### src/hdl/sopf_pkg.sv
// ----------------------------------------------------------------------------
// sopf_pkg
// Shared types and constants for the stereo one-pole filter and mix block.
// ----------------------------------------------------------------------------
package sopf_pkg;

  localparam int unsigned CHANNELS         = 2;
  localparam int unsigned CH_IDX_BITS      = 1;
  localparam int unsigned CARRY_BITS       = 32;
  localparam int unsigned DEF_SAMPLE_BITS  = 24;
  localparam int unsigned DEF_COEF_BITS    = 18;
  localparam int unsigned CFG_IDX_BITS     = 3;

  typedef enum logic [CFG_IDX_BITS-1:0] {
    REG_LPF_ENABLE = 3'd0,
    REG_LPF_A0     = 3'd1,
    REG_LPF_A1     = 3'd2,
    REG_LPF_B1     = 3'd3,
    REG_HPF_ENABLE = 3'd4,
    REG_HPF_A0     = 3'd5,
    REG_HPF_A1     = 3'd6,
    REG_HPF_B1     = 3'd7
  } cfg_reg_e;

  typedef enum logic {
    STG_LPF = 1'b0,
    STG_HPF = 1'b1
  } stage_e;

  typedef enum logic [1:0] {
    MUL_X_A0 = 2'd0,
    MUL_X_A1 = 2'd1,
    MUL_Y_B1 = 2'd2
  } mul_sel_e;

  typedef struct packed {
    logic                   capture;    // latch the input frame
    logic                   load_x;     // working sample <= channel sample
    logic                   mul_en;     // register a new product
    mul_sel_e               mul_sel;
    logic                   upd_y;      // y <= sat(rnd + carry)
    logic                   upd_t1;     // t1 <= rnd
    logic                   upd_carry;  // carry <= sat(t1 - rnd), x <= y
    logic                   mix;        // result[ch] <= sat(mix + x)
    logic                   emit;       // move results into output register
    logic [CH_IDX_BITS-1:0] ch;
    stage_e                 stg;
  } cmd_t;

  typedef struct packed {
    logic lpf_en;
    logic hpf_en;
    logic out_free;
  } status_t;

endpackage

### src/hdl/sopf_ctrl.sv
// ----------------------------------------------------------------------------
// sopf_ctrl
// Sequencer: walks each channel through the enabled filter stages, three
// products per stage on the shared multiplier, then the mix add.
// ----------------------------------------------------------------------------
module sopf_ctrl (
  input  logic              clk_i,
  input  logic              rst_ni,
  input  logic              in_valid_i,
  output logic              in_ready_o,
  input  sopf_pkg::status_t status_i,
  output sopf_pkg::cmd_t    cmd_o
);

  typedef enum logic [7:0] {
    ST_IDLE  = 8'b0000_0001,
    ST_LOADX = 8'b0000_0010,
    ST_MULA0 = 8'b0000_0100,
    ST_YSUM  = 8'b0000_1000,
    ST_T1    = 8'b0001_0000,
    ST_CARRY = 8'b0010_0000,
    ST_MIX   = 8'b0100_0000,
    ST_EMIT  = 8'b1000_0000
  } state_e;

  state_e                           state_q, state_d;
  logic [sopf_pkg::CH_IDX_BITS-1:0] ch_q, ch_d;
  sopf_pkg::stage_e                 stg_q, stg_d;

  localparam logic [sopf_pkg::CH_IDX_BITS-1:0] LAST_CH =
    sopf_pkg::CH_IDX_BITS'(sopf_pkg::CHANNELS - 1);

  assign in_ready_o = (state_q == ST_IDLE);

  always_comb begin
    state_d = state_q;
    ch_d    = ch_q;
    stg_d   = stg_q;
    cmd_o   = '0;
    cmd_o.ch      = ch_q;
    cmd_o.stg     = stg_q;
    cmd_o.mul_sel = sopf_pkg::MUL_X_A0;
    case (state_q)
      ST_IDLE: begin
        if (in_valid_i) begin
          cmd_o.capture = 1'b1;
          ch_d          = '0;
          state_d       = ST_LOADX;
        end
      end
      ST_LOADX: begin
        cmd_o.load_x = 1'b1;
        if (status_i.lpf_en) begin
          stg_d   = sopf_pkg::STG_LPF;
          state_d = ST_MULA0;
        end else if (status_i.hpf_en) begin
          stg_d   = sopf_pkg::STG_HPF;
          state_d = ST_MULA0;
        end else begin
          state_d = ST_MIX;
        end
      end
      ST_MULA0: begin
        cmd_o.mul_en  = 1'b1;
        cmd_o.mul_sel = sopf_pkg::MUL_X_A0;
        state_d       = ST_YSUM;
      end
      ST_YSUM: begin
        cmd_o.upd_y   = 1'b1;
        cmd_o.mul_en  = 1'b1;
        cmd_o.mul_sel = sopf_pkg::MUL_X_A1;
        state_d       = ST_T1;
      end
      ST_T1: begin
        cmd_o.upd_t1  = 1'b1;
        cmd_o.mul_en  = 1'b1;
        cmd_o.mul_sel = sopf_pkg::MUL_Y_B1;
        state_d       = ST_CARRY;
      end
      ST_CARRY: begin
        cmd_o.upd_carry = 1'b1;
        if (stg_q == sopf_pkg::STG_LPF && status_i.hpf_en) begin
          stg_d   = sopf_pkg::STG_HPF;
          state_d = ST_MULA0;
        end else begin
          state_d = ST_MIX;
        end
      end
      ST_MIX: begin
        cmd_o.mix = 1'b1;
        if (ch_q == LAST_CH) begin
          state_d = ST_EMIT;
        end else begin
          ch_d    = ch_q + 1'b1;
          state_d = ST_LOADX;
        end
      end
      ST_EMIT: begin
        if (status_i.out_free) begin
          cmd_o.emit = 1'b1;
          state_d    = ST_IDLE;
        end
      end
      default: begin
        state_d = ST_IDLE;
      end
    endcase
  end

  always_ff @(posedge clk_i or negedge rst_ni) begin
    if (!rst_ni) begin
      state_q <= ST_IDLE;
      ch_q    <= '0;
      stg_q   <= sopf_pkg::STG_LPF;
    end else begin
      state_q <= state_d;
      ch_q    <= ch_d;
      stg_q   <= stg_d;
    end
  end

endmodule

### src/hdl/sopf_datapath.sv
// ----------------------------------------------------------------------------
// sopf_datapath
// Coefficient registers, filter carries, one shared multiplier with rounding
// and saturation, mix adder and the output register.
// ----------------------------------------------------------------------------
module sopf_datapath #(
  parameter int unsigned SAMPLE_BITS = sopf_pkg::DEF_SAMPLE_BITS,
  parameter int unsigned COEF_BITS   = sopf_pkg::DEF_COEF_BITS,
  parameter int unsigned IN_BITS     = 4 * SAMPLE_BITS,
  parameter int unsigned OUT_BITS    = 2 * SAMPLE_BITS
) (
  input  logic                               clk_i,
  input  logic                               rst_ni,
  input  logic                               cfg_we_i,
  input  logic [sopf_pkg::CFG_IDX_BITS-1:0]  cfg_index_i,
  input  logic [COEF_BITS-1:0]               cfg_data_i,
  input  logic [IN_BITS-1:0]                 in_data_i,
  output logic                               out_valid_o,
  input  logic                               out_ready_i,
  output logic [OUT_BITS-1:0]                out_data_o,
  input  sopf_pkg::cmd_t                     cmd_i,
  output sopf_pkg::status_t                  status_o
);

  localparam int unsigned SB = SAMPLE_BITS;
  localparam int unsigned CB = COEF_BITS;
  localparam int unsigned CRB = sopf_pkg::CARRY_BITS;
  localparam int unsigned P  = SB + CB;          // full product
  localparam int unsigned F  = CB - 2;           // Q2.x fraction bits
  localparam int unsigned R  = P - F;            // rounded product
  localparam int unsigned A  = ((R > CRB) ? R : CRB) + 1;
  localparam int unsigned D  = ((R + 1) > (CRB + 1)) ? (R + 1) : (CRB + 1);
  localparam int unsigned NCH = sopf_pkg::CHANNELS;

  localparam logic [P-1:0]  HALF   = {{(P-F){1'b0}}, 1'b1, {(F-1){1'b0}}};
  localparam logic [SB-1:0] S_MAX  = {1'b0, {(SB-1){1'b1}}};
  localparam logic [SB-1:0] S_MIN  = {1'b1, {(SB-1){1'b0}}};
  localparam logic [CRB-1:0] C_MAX = {1'b0, {(CRB-1){1'b1}}};
  localparam logic [CRB-1:0] C_MIN = {1'b1, {(CRB-1){1'b0}}};

  // configuration
  logic                 lpf_en_q, hpf_en_q;
  logic signed [CB-1:0] lpf_a0_q, lpf_a1_q, lpf_b1_q;
  logic signed [CB-1:0] hpf_a0_q, hpf_a1_q, hpf_b1_q;

  // state and working registers
  logic signed [CRB-1:0] lp_carry_q [NCH];
  logic signed [CRB-1:0] hp_carry_q [NCH];
  logic signed [SB-1:0]  smp_q [NCH];
  logic signed [SB-1:0]  mix_q [NCH];
  logic signed [SB-1:0]  res_q [NCH];
  logic signed [SB-1:0]  x_q, y_q;
  logic signed [R-1:0]   t1_q;
  logic signed [P-1:0]   prod_q;
  logic                  out_valid_q;
  logic [OUT_BITS-1:0]   out_data_q;

  logic signed [SB-1:0]  mul_op;
  logic signed [CB-1:0]  mul_coef;
  logic signed [P-1:0]   prod_d;
  logic signed [P-1:0]   prod_biased;
  logic signed [R-1:0]   rnd;
  logic signed [CRB-1:0] carry_cur;
  logic signed [A-1:0]   ysum;
  logic signed [SB-1:0]  y_sat;
  logic signed [D-1:0]   cdiff;
  logic signed [CRB-1:0] c_sat;
  logic signed [SB:0]    msum;
  logic signed [SB-1:0]  m_sat;
  logic [OUT_BITS-1:0]   out_pack;

  always_ff @(posedge clk_i or negedge rst_ni) begin
    if (!rst_ni) begin
      lpf_en_q <= 1'b0;
      lpf_a0_q <= '0;
      lpf_a1_q <= '0;
      lpf_b1_q <= '0;
      hpf_en_q <= 1'b0;
      hpf_a0_q <= '0;
      hpf_a1_q <= '0;
      hpf_b1_q <= '0;
    end else if (cfg_we_i) begin
      case (sopf_pkg::cfg_reg_e'(cfg_index_i))
        sopf_pkg::REG_LPF_ENABLE: lpf_en_q <= cfg_data_i[0];
        sopf_pkg::REG_LPF_A0:     lpf_a0_q <= cfg_data_i;
        sopf_pkg::REG_LPF_A1:     lpf_a1_q <= cfg_data_i;
        sopf_pkg::REG_LPF_B1:     lpf_b1_q <= cfg_data_i;
        sopf_pkg::REG_HPF_ENABLE: hpf_en_q <= cfg_data_i[0];
        sopf_pkg::REG_HPF_A0:     hpf_a0_q <= cfg_data_i;
        sopf_pkg::REG_HPF_A1:     hpf_a1_q <= cfg_data_i;
        sopf_pkg::REG_HPF_B1:     hpf_b1_q <= cfg_data_i;
        default: ;
      endcase
    end
  end

  // shared multiplier operands
  always_comb begin
    mul_op   = x_q;
    mul_coef = (cmd_i.stg == sopf_pkg::STG_LPF) ? lpf_a0_q : hpf_a0_q;
    case (cmd_i.mul_sel)
      sopf_pkg::MUL_X_A0: begin
        mul_op   = x_q;
        mul_coef = (cmd_i.stg == sopf_pkg::STG_LPF) ? lpf_a0_q : hpf_a0_q;
      end
      sopf_pkg::MUL_X_A1: begin
        mul_op   = x_q;
        mul_coef = (cmd_i.stg == sopf_pkg::STG_LPF) ? lpf_a1_q : hpf_a1_q;
      end
      sopf_pkg::MUL_Y_B1: begin
        mul_op   = y_q;
        mul_coef = (cmd_i.stg == sopf_pkg::STG_LPF) ? lpf_b1_q : hpf_b1_q;
      end
      default: ;
    endcase
  end

  assign prod_d = mul_op * mul_coef;

  // round half up: add half an LSB, then floor
  assign prod_biased = prod_q + $signed(HALF);
  assign rnd         = prod_biased[P-1:F];

  assign carry_cur = (cmd_i.stg == sopf_pkg::STG_LPF) ? lp_carry_q[cmd_i.ch]
                                                      : hp_carry_q[cmd_i.ch];

  always_comb begin
    ysum = A'(rnd) + A'(carry_cur);
    if ((&ysum[A-1:SB-1]) || !(|ysum[A-1:SB-1])) begin
      y_sat = ysum[SB-1:0];
    end else begin
      y_sat = ysum[A-1] ? S_MIN : S_MAX;
    end

    cdiff = D'(t1_q) - D'(rnd);
    if ((&cdiff[D-1:CRB-1]) || !(|cdiff[D-1:CRB-1])) begin
      c_sat = cdiff[CRB-1:0];
    end else begin
      c_sat = cdiff[D-1] ? C_MIN : C_MAX;
    end

    msum = (SB+1)'(mix_q[cmd_i.ch]) + (SB+1)'(x_q);
    if (msum[SB] == msum[SB-1]) begin
      m_sat = msum[SB-1:0];
    end else begin
      m_sat = msum[SB] ? S_MIN : S_MAX;
    end
  end

  // results packed left channel first, zero padded
  always_comb begin
    out_pack = '0;
    for (int i = 0; i < NCH; i++) begin
      out_pack[i*SB +: SB] = res_q[i];
    end
  end

  always_ff @(posedge clk_i or negedge rst_ni) begin
    if (!rst_ni) begin
      for (int i = 0; i < NCH; i++) begin
        lp_carry_q[i] <= '0;
        hp_carry_q[i] <= '0;
      end
    end else if (cmd_i.upd_carry) begin
      if (cmd_i.stg == sopf_pkg::STG_LPF) begin
        lp_carry_q[cmd_i.ch] <= c_sat;
      end else begin
        hp_carry_q[cmd_i.ch] <= c_sat;
      end
    end
  end

  always_ff @(posedge clk_i) begin
    if (cmd_i.capture) begin
      for (int i = 0; i < NCH; i++) begin
        smp_q[i] <= in_data_i[i*SB +: SB];
        mix_q[i] <= in_data_i[(NCH+i)*SB +: SB];
      end
    end
    if (cmd_i.load_x) begin
      x_q <= smp_q[cmd_i.ch];
    end else if (cmd_i.upd_carry) begin
      x_q <= y_q;
    end
    if (cmd_i.mul_en) begin
      prod_q <= prod_d;
    end
    if (cmd_i.upd_y) begin
      y_q <= y_sat;
    end
    if (cmd_i.upd_t1) begin
      t1_q <= rnd;
    end
    if (cmd_i.mix) begin
      res_q[cmd_i.ch] <= m_sat;
    end
    if (cmd_i.emit) begin
      out_data_q <= out_pack;
    end
  end

  always_ff @(posedge clk_i or negedge rst_ni) begin
    if (!rst_ni) begin
      out_valid_q <= 1'b0;
    end else if (cmd_i.emit) begin
      out_valid_q <= 1'b1;
    end else if (out_ready_i) begin
      out_valid_q <= 1'b0;
    end
  end

  assign out_valid_o       = out_valid_q;
  assign out_data_o        = out_data_q;
  assign status_o.lpf_en   = lpf_en_q;
  assign status_o.hpf_en   = hpf_en_q;
  assign status_o.out_free = !out_valid_q || out_ready_i;

endmodule

### src/hdl/stereo_one_pole_filter_mix.sv
// Frames: a new input frame is taken only after the previous result has moved
//   into the output register; each enabled stage (none, one or both) takes three
//   products per channel on the single shared multiplier that serves both
//   channels and both stages.
// Reset: asynchronous, active low; clears configuration, sequencer state, carries and handshakes.
// ----------------------------------------------------------------------------
// stereo_one_pole_filter_mix
// Stereo low-pass then high-pass first-order IIR, added onto the mix bus.
// ----------------------------------------------------------------------------
module stereo_one_pole_filter_mix #(
  parameter int unsigned SAMPLE_BITS = sopf_pkg::DEF_SAMPLE_BITS,
  parameter int unsigned COEF_BITS   = sopf_pkg::DEF_COEF_BITS,
  localparam int unsigned IN_BITS    = ((4 * SAMPLE_BITS + 7) / 8) * 8,
  localparam int unsigned OUT_BITS   = ((2 * SAMPLE_BITS + 7) / 8) * 8
) (
  input  logic                              clk_i,
  input  logic                              rst_ni,
  input  logic                              cfg_valid_i,
  output logic                              cfg_ready_o,
  input  logic [sopf_pkg::CFG_IDX_BITS-1:0] cfg_index_i,
  input  logic [COEF_BITS-1:0]              cfg_data_i,
  input  logic                              s_axis_tvalid,
  output logic                              s_axis_tready,
  // sample_left, sample_right, mix_in_left, mix_in_right, zero pad
  input  logic [IN_BITS-1:0]                s_axis_tdata,
  output logic                              m_axis_tvalid,
  input  logic                              m_axis_tready,
  // mix_out_left, mix_out_right, zero pad
  output logic [OUT_BITS-1:0]               m_axis_tdata
);

  sopf_pkg::cmd_t    cmd;
  sopf_pkg::status_t status;

  assign cfg_ready_o = 1'b1;

  sopf_ctrl u_ctrl (
    .clk_i      (clk_i),
    .rst_ni     (rst_ni),
    .in_valid_i (s_axis_tvalid),
    .in_ready_o (s_axis_tready),
    .status_i   (status),
    .cmd_o      (cmd)
  );

  sopf_datapath #(
    .SAMPLE_BITS (SAMPLE_BITS),
    .COEF_BITS   (COEF_BITS),
    .IN_BITS     (IN_BITS),
    .OUT_BITS    (OUT_BITS)
  ) u_datapath (
    .clk_i       (clk_i),
    .rst_ni      (rst_ni),
    .cfg_we_i    (cfg_valid_i && cfg_ready_o),
    .cfg_index_i (cfg_index_i),
    .cfg_data_i  (cfg_data_i),
    .in_data_i   (s_axis_tdata),
    .out_valid_o (m_axis_tvalid),
    .out_ready_i (m_axis_tready),
    .out_data_o  (m_axis_tdata),
    .cmd_i       (cmd),
    .status_o    (status)
  );

endmodule
### config.mk
export PLATFORM = sky130hd
export DESIGN_NAME = stereo_one_pole_filter_mix
export DESIGN_NICKNAME = d
export VERILOG_FILES = /design/src/hdl/sopf_pkg.sv /design/src/hdl/sopf_ctrl.sv /design/src/hdl/sopf_datapath.sv /design/src/hdl/stereo_one_pole_filter_mix.sv
export SDC_FILE = /design/constraint.sdc
export NUM_CORES = 2
export LEC_CHECK = 0
export ABC_AREA = 0
export BUFFER_PORTS_ARGS = -buffer_cell sky130_fd_sc_hd__buf_4
export CELL_PAD_IN_SITES_DETAIL_PLACEMENT = 1
export CELL_PAD_IN_SITES_GLOBAL_PLACEMENT = 2
export CORE_MARGIN = 2
export CORE_UTILIZATION = 30
export CTS_CLUSTER_SIZE = 8
export DETAILED_ROUTE_END_ITERATION = 6
export PLACE_DENSITY = 0.7
export SLEW_MARGIN = 10
export SYNTH_ARGS = -nofsm -noshare
export SYNTH_HDL_FRONTEND = slang
export SYNTH_SLANG_ARGS = --single-unit
export TNS_END_PERCENT = 5
### constraint.sdc
create_clock -name clk_i -period 8.62 [get_ports clk_i]
set_input_delay 1.724 -clock clk_i [delete_from_list [all_inputs] [get_ports clk_i]]
set_output_delay 1.724 -clock clk_i [all_outputs]
set_load 0.05 [all_outputs]
==> Implementation_results.wiki <==
{| class="wikitable"
! Metric !! Value
|-
| WL per Instance || 20.8 um
|-
| Cell repeated most along the worst path || sky130_fd_sc_hd__fa_1
|-
| Setup slack of the critical path after layout || 415 ps
|-
| Minimum clock period after layout || 8210 ps
|-
| Clock tree buffer depth || 3
|-
| CP endpoint kind || register
|-
| Via count of the first global-routing pass || 29181
|-
| Clock sink count || 522
|-
| Number of flops mapped to enable cells by yosys || 293
|-
| Standard cell with the maximum stage delay on the critical path || sky130_fd_sc_hd__fa_1
|-
| Initial DRC count || 1461
|-
| Netlist area before placement || between 30000 and 40000 um^2
|-
| Category of the most critical setup path || register to register
|-
| Startpoint type of the worst setup path || register
|-
| Synth-to-layout area growth || 16.0%
|-
| CTS tree || done
|-
| Via count || 26568
|-
| Die Height || 367 um
|-
| Yosys warning count || 0
|-
| Grt total ovfl || 0
|-
| Path class of the lowest-slack min-delay path || register to register
|-
| Post-route clock skew || 57.1 ps
|-
| H-tree lvl count || 3
|-
| Die area || roughly 130000 um^2
|-
| Post-synthesis average cell area || 11.0 um^2
|-
| Port-buffer cells || 171
|-
| All-Layer GR Usage || 0.174
|-
| Max-capacitance violation count || 0
|-
| Cell count after synthesis || 3590
|-
| Antenna violations before repair || 7
|-
| Crit share post-route || 0.952
|-
| Area fraction in and, or, nand and nor cells after synthesis || 0.0967
|-
| Top cells by area, synth || sky130_fd_sc_hd__edfxtp_1 (22%), sky130_fd_sc_hd__fa_1 (22%), sky130_fd_sc_hd__dfrtp_1 (14%)
|-
| Top-area cell type share of the netlist area || 0.222
|-
| DR DRC count || 0
|-
| Setup repair after global routing missed its margin || false
|-
| Number of filler cells placed in the layout || 14415
|-
| Remaining antenna violation count || 0
|-
| Clock root cell || sky130_fd_sc_hd__clkbuf_16
|-
| Top Family by Delay on Critical Path || adder cells
|-
| Antenna diode instance count || 0
|-
| # nets final || 4541
|-
| Tightest Pin Transition || 1130 ps
|-
| Synth top cells by count || sky130_fd_sc_hd__inv_1 (545), sky130_fd_sc_hd__fa_1 (427), sky130_fd_sc_hd__nand2_1 (425)
|-
| Clock-pin transition on the worst setup and hold timing paths || about 50 ps
|-
| Area fraction in compound gates after synthesis || 0.0800
|-
| FF+latch count, synth || 522
|-
| Largest net degree at the start of global routing || 91
|-
| Number of distinct library cells after synthesis || 87
|-
| Synth Area in Adders || 0.274
|-
| Critical path peak fanout || 12
|-
| CP Buf/Inv Count || 6
|-
| Total wire length || 117000 um
|-
| TritonCTS Buffers || 77
|-
| CP peak stage delay || 550 ps
|-
| Run status || completed
|-
| Number of failing setup endpoints in the final timing report || 0
|-
| Initial cell density of the core || 0.301
|-
| Slack of the worst reg-to-reg path || slightly above 400 ps
|-
| Sequential cell area in the final layout || 14500 um^2
|-
| Dominant combinational cell family by area after synthesis || adder cells
|-
| Number of iterations in the first detailed-routing pass || 5
|-
| Post-synthesis xor/xnor area fraction || 0.0263
|-
| Pins Over Slew Limit || 0
|-
| Routability Congestion || a little over 0.8
|-
| Area of the multi-input gates || ~23000 um^2
|-
| I/O pin count || 173
|-
| Signal arrival time at the worst endpoint || 8590 ps
|-
| Highest achievable clock rate || 122 MHz
|-
| Clock network latency to the later pin of the worst-skew pair || 680 ps
|-
| Wire length of the first global-routing pass || 179000 um
|-
| Multiplexer area fraction after synthesis || 0.0892
|-
| Number of nets in the synthesized netlist || between 4000 and 5000
|-
| Most numerous cell in the Yosys netlist || sky130_fd_sc_hd__inv_1
|-
| Max_slew headroom || 0.245
|-
| Sequential cell area fraction in the yosys report || 0.367
|-
| Via-to-Cell Ratio || 4.74
|-
| Data required time at the worst endpoint || between 9000 and 10000 ps
|-
| Async set-reset flop share out of synthesis || 0.439
|-
| Cell type contributing the most total cell area after synthesis || sky130_fd_sc_hd__edfxtp_1
|-
| Number of hold violations in the final report || 0
|-
| Dominant synthesized flop cell || sky130_fd_sc_hd__edfxtp_1
|-
| Sum of net half-perimeters after detailed placement || 92100 um
|-
| Core region area || 131000 um^2
|-
| Num rows || 133
|-
| Pre-CTS WS || -12.1 ps
|-
| Horizontal die dimension || 367 um
|-
| Share of cells above drive strength 1 || 0.172
|}
==> per-stage QoR <==
stage | instance area (um^2) | hold WS [ps] | TNS (ps) | std cells | util
after global routing | 45900 | 402 | 0 | 5607 | 0.350
after CTS | 45700 | 385 | 0 | 5597 | 0.348
after floorplan | 39600 | 400 | 0 | 3590 | -
after detailed placement | 43500 | 406 | -12.1 | 5477 | 0.331
final | 45900 | 390 | 0 | 5607 | 0.350
after global placement | 43500 | 403 | 0 | 5477 | 0.331
==> final cells by class <==
type	instances	area share
inverter	545	0.0447
clock buffer	111	0.0454
clock inverter	9	0.00425
sequential	522	0.317
timing repair buffer	286	0.0494
tap	1755	0.0478
multi-input combinational	2379	0.492
==> cell usage in the layout (no fill, tap or decap), types with 43 or more instances in the layout <==
cell / count
sky130_fd_sc_hd__nand2_1: 425
sky130_fd_sc_hd__nor2_1: 197
sky130_fd_sc_hd__xnor2_1: 76
sky130_fd_sc_hd__xor2_1: 43
sky130_fd_sc_hd__o21ai_0: 166
sky130_fd_sc_hd__a21oi_1: 101
sky130_fd_sc_hd__a21o_1: 54
sky130_fd_sc_hd__edfxtp_1: 293
sky130_fd_sc_hd__fa_1: 427
sky130_fd_sc_hd__clkbuf_16: 79
sky130_fd_sc_hd__ha_1: 179
sky130_fd_sc_hd__dfrtp_1: 226
sky130_fd_sc_hd__mux2_2: 197
sky130_fd_sc_hd__buf_4: 277
sky130_fd_sc_hd__mux2i_1: 66
sky130_fd_sc_hd__inv_1: 543
==> repair_timing <==
item | 4_1_cts | 5_1_grt
gates resized for setup | 1 | 18
hold endpoints to repair | 0 | 0
pin swaps | 0 | 1
gates cloned | 0 | 2
buffers inserted | 0 | 8
hold buffers | 0 | 0
endpoints found under the setup margin | 1 | 10
==> final timing paths <==
path,endpoint,depth (start not counted),from
setup / recovery,u_datapath.prod_q[37]$_DFFE_PP_,31,u_ctrl.state_q[7]$_DFFE_PN0P_
hold / removal,m_axis_tdata[17]$_DFFE_PP_,0,u_datapath.res_q[0][17]$_DFFE_PP_
setup reg to reg,u_datapath.prod_q[37]$_DFFE_PP_,31,u_ctrl.state_q[7]$_DFFE_PN0P_
hold reg to reg,m_axis_tdata[17]$_DFFE_PP_,0,u_datapath.res_q[0][17]$_DFFE_PP_
max in group asynchronous,u_ctrl.ch_q$_DFFE_PN0P_,2,rst_ni
min in group asynchronous,u_datapath.hp_carry_q[25]$_DFFE_PN0P_,1,rst_ni
==> cell families (layout without fill, tap and decap cells) <==
| family | Yosys count | in the layout |
|---|---|---|
| buffers and inverters | 690 | 951 |
| XOR/XNOR | 119 | 119 |
| flip-flops | 522 | 522 |
| multiplexers | 294 | 294 |
| adder cells (fa/ha/maj) | 613 | 613 |
| AO/OA/AOI/OAI | 494 | 495 |
| other | 1 | 1 |
| AND/OR/NAND/NOR | 857 | 857 |
==> per-layer routing <==
layer	vias to the layer above	global-route usage	share of wire
met1	13722	0.231	0.45
met5	-	0	0
met2	447	0.290	0.48
li1	12278	-	-
met3	121	0.0373	0.050
met4	0	0.0430	0.021
==> sequential cells by signal (all words and copies together) (netlist names), 8 cells and up <==
register / flops
m_axis_tdata: 48
u_datapath.mix_q: 48
u_datapath.res_q: 48
u_datapath.y_q: 24
u_datapath.lpf_a0_q: 18
u_ctrl.state_q: 8
u_datapath.hp_carry_q: 54
u_datapath.hpf_a1_q: 18
u_datapath.lpf_b1_q: 18
u_datapath.lpf_a1_q: 18
u_datapath.hpf_b1_q: 18
u_datapath.x_q: 24
u_datapath.smp_q: 48
u_datapath.t1_q: 26
u_datapath.lp_carry_q: 54
u_datapath.prod_q: 27
u_datapath.hpf_a0_q: 18
Power is left out: the tool's default activity adds up to more than one toggle a clock period on the data nets, which glitch-free logic cannot reach.
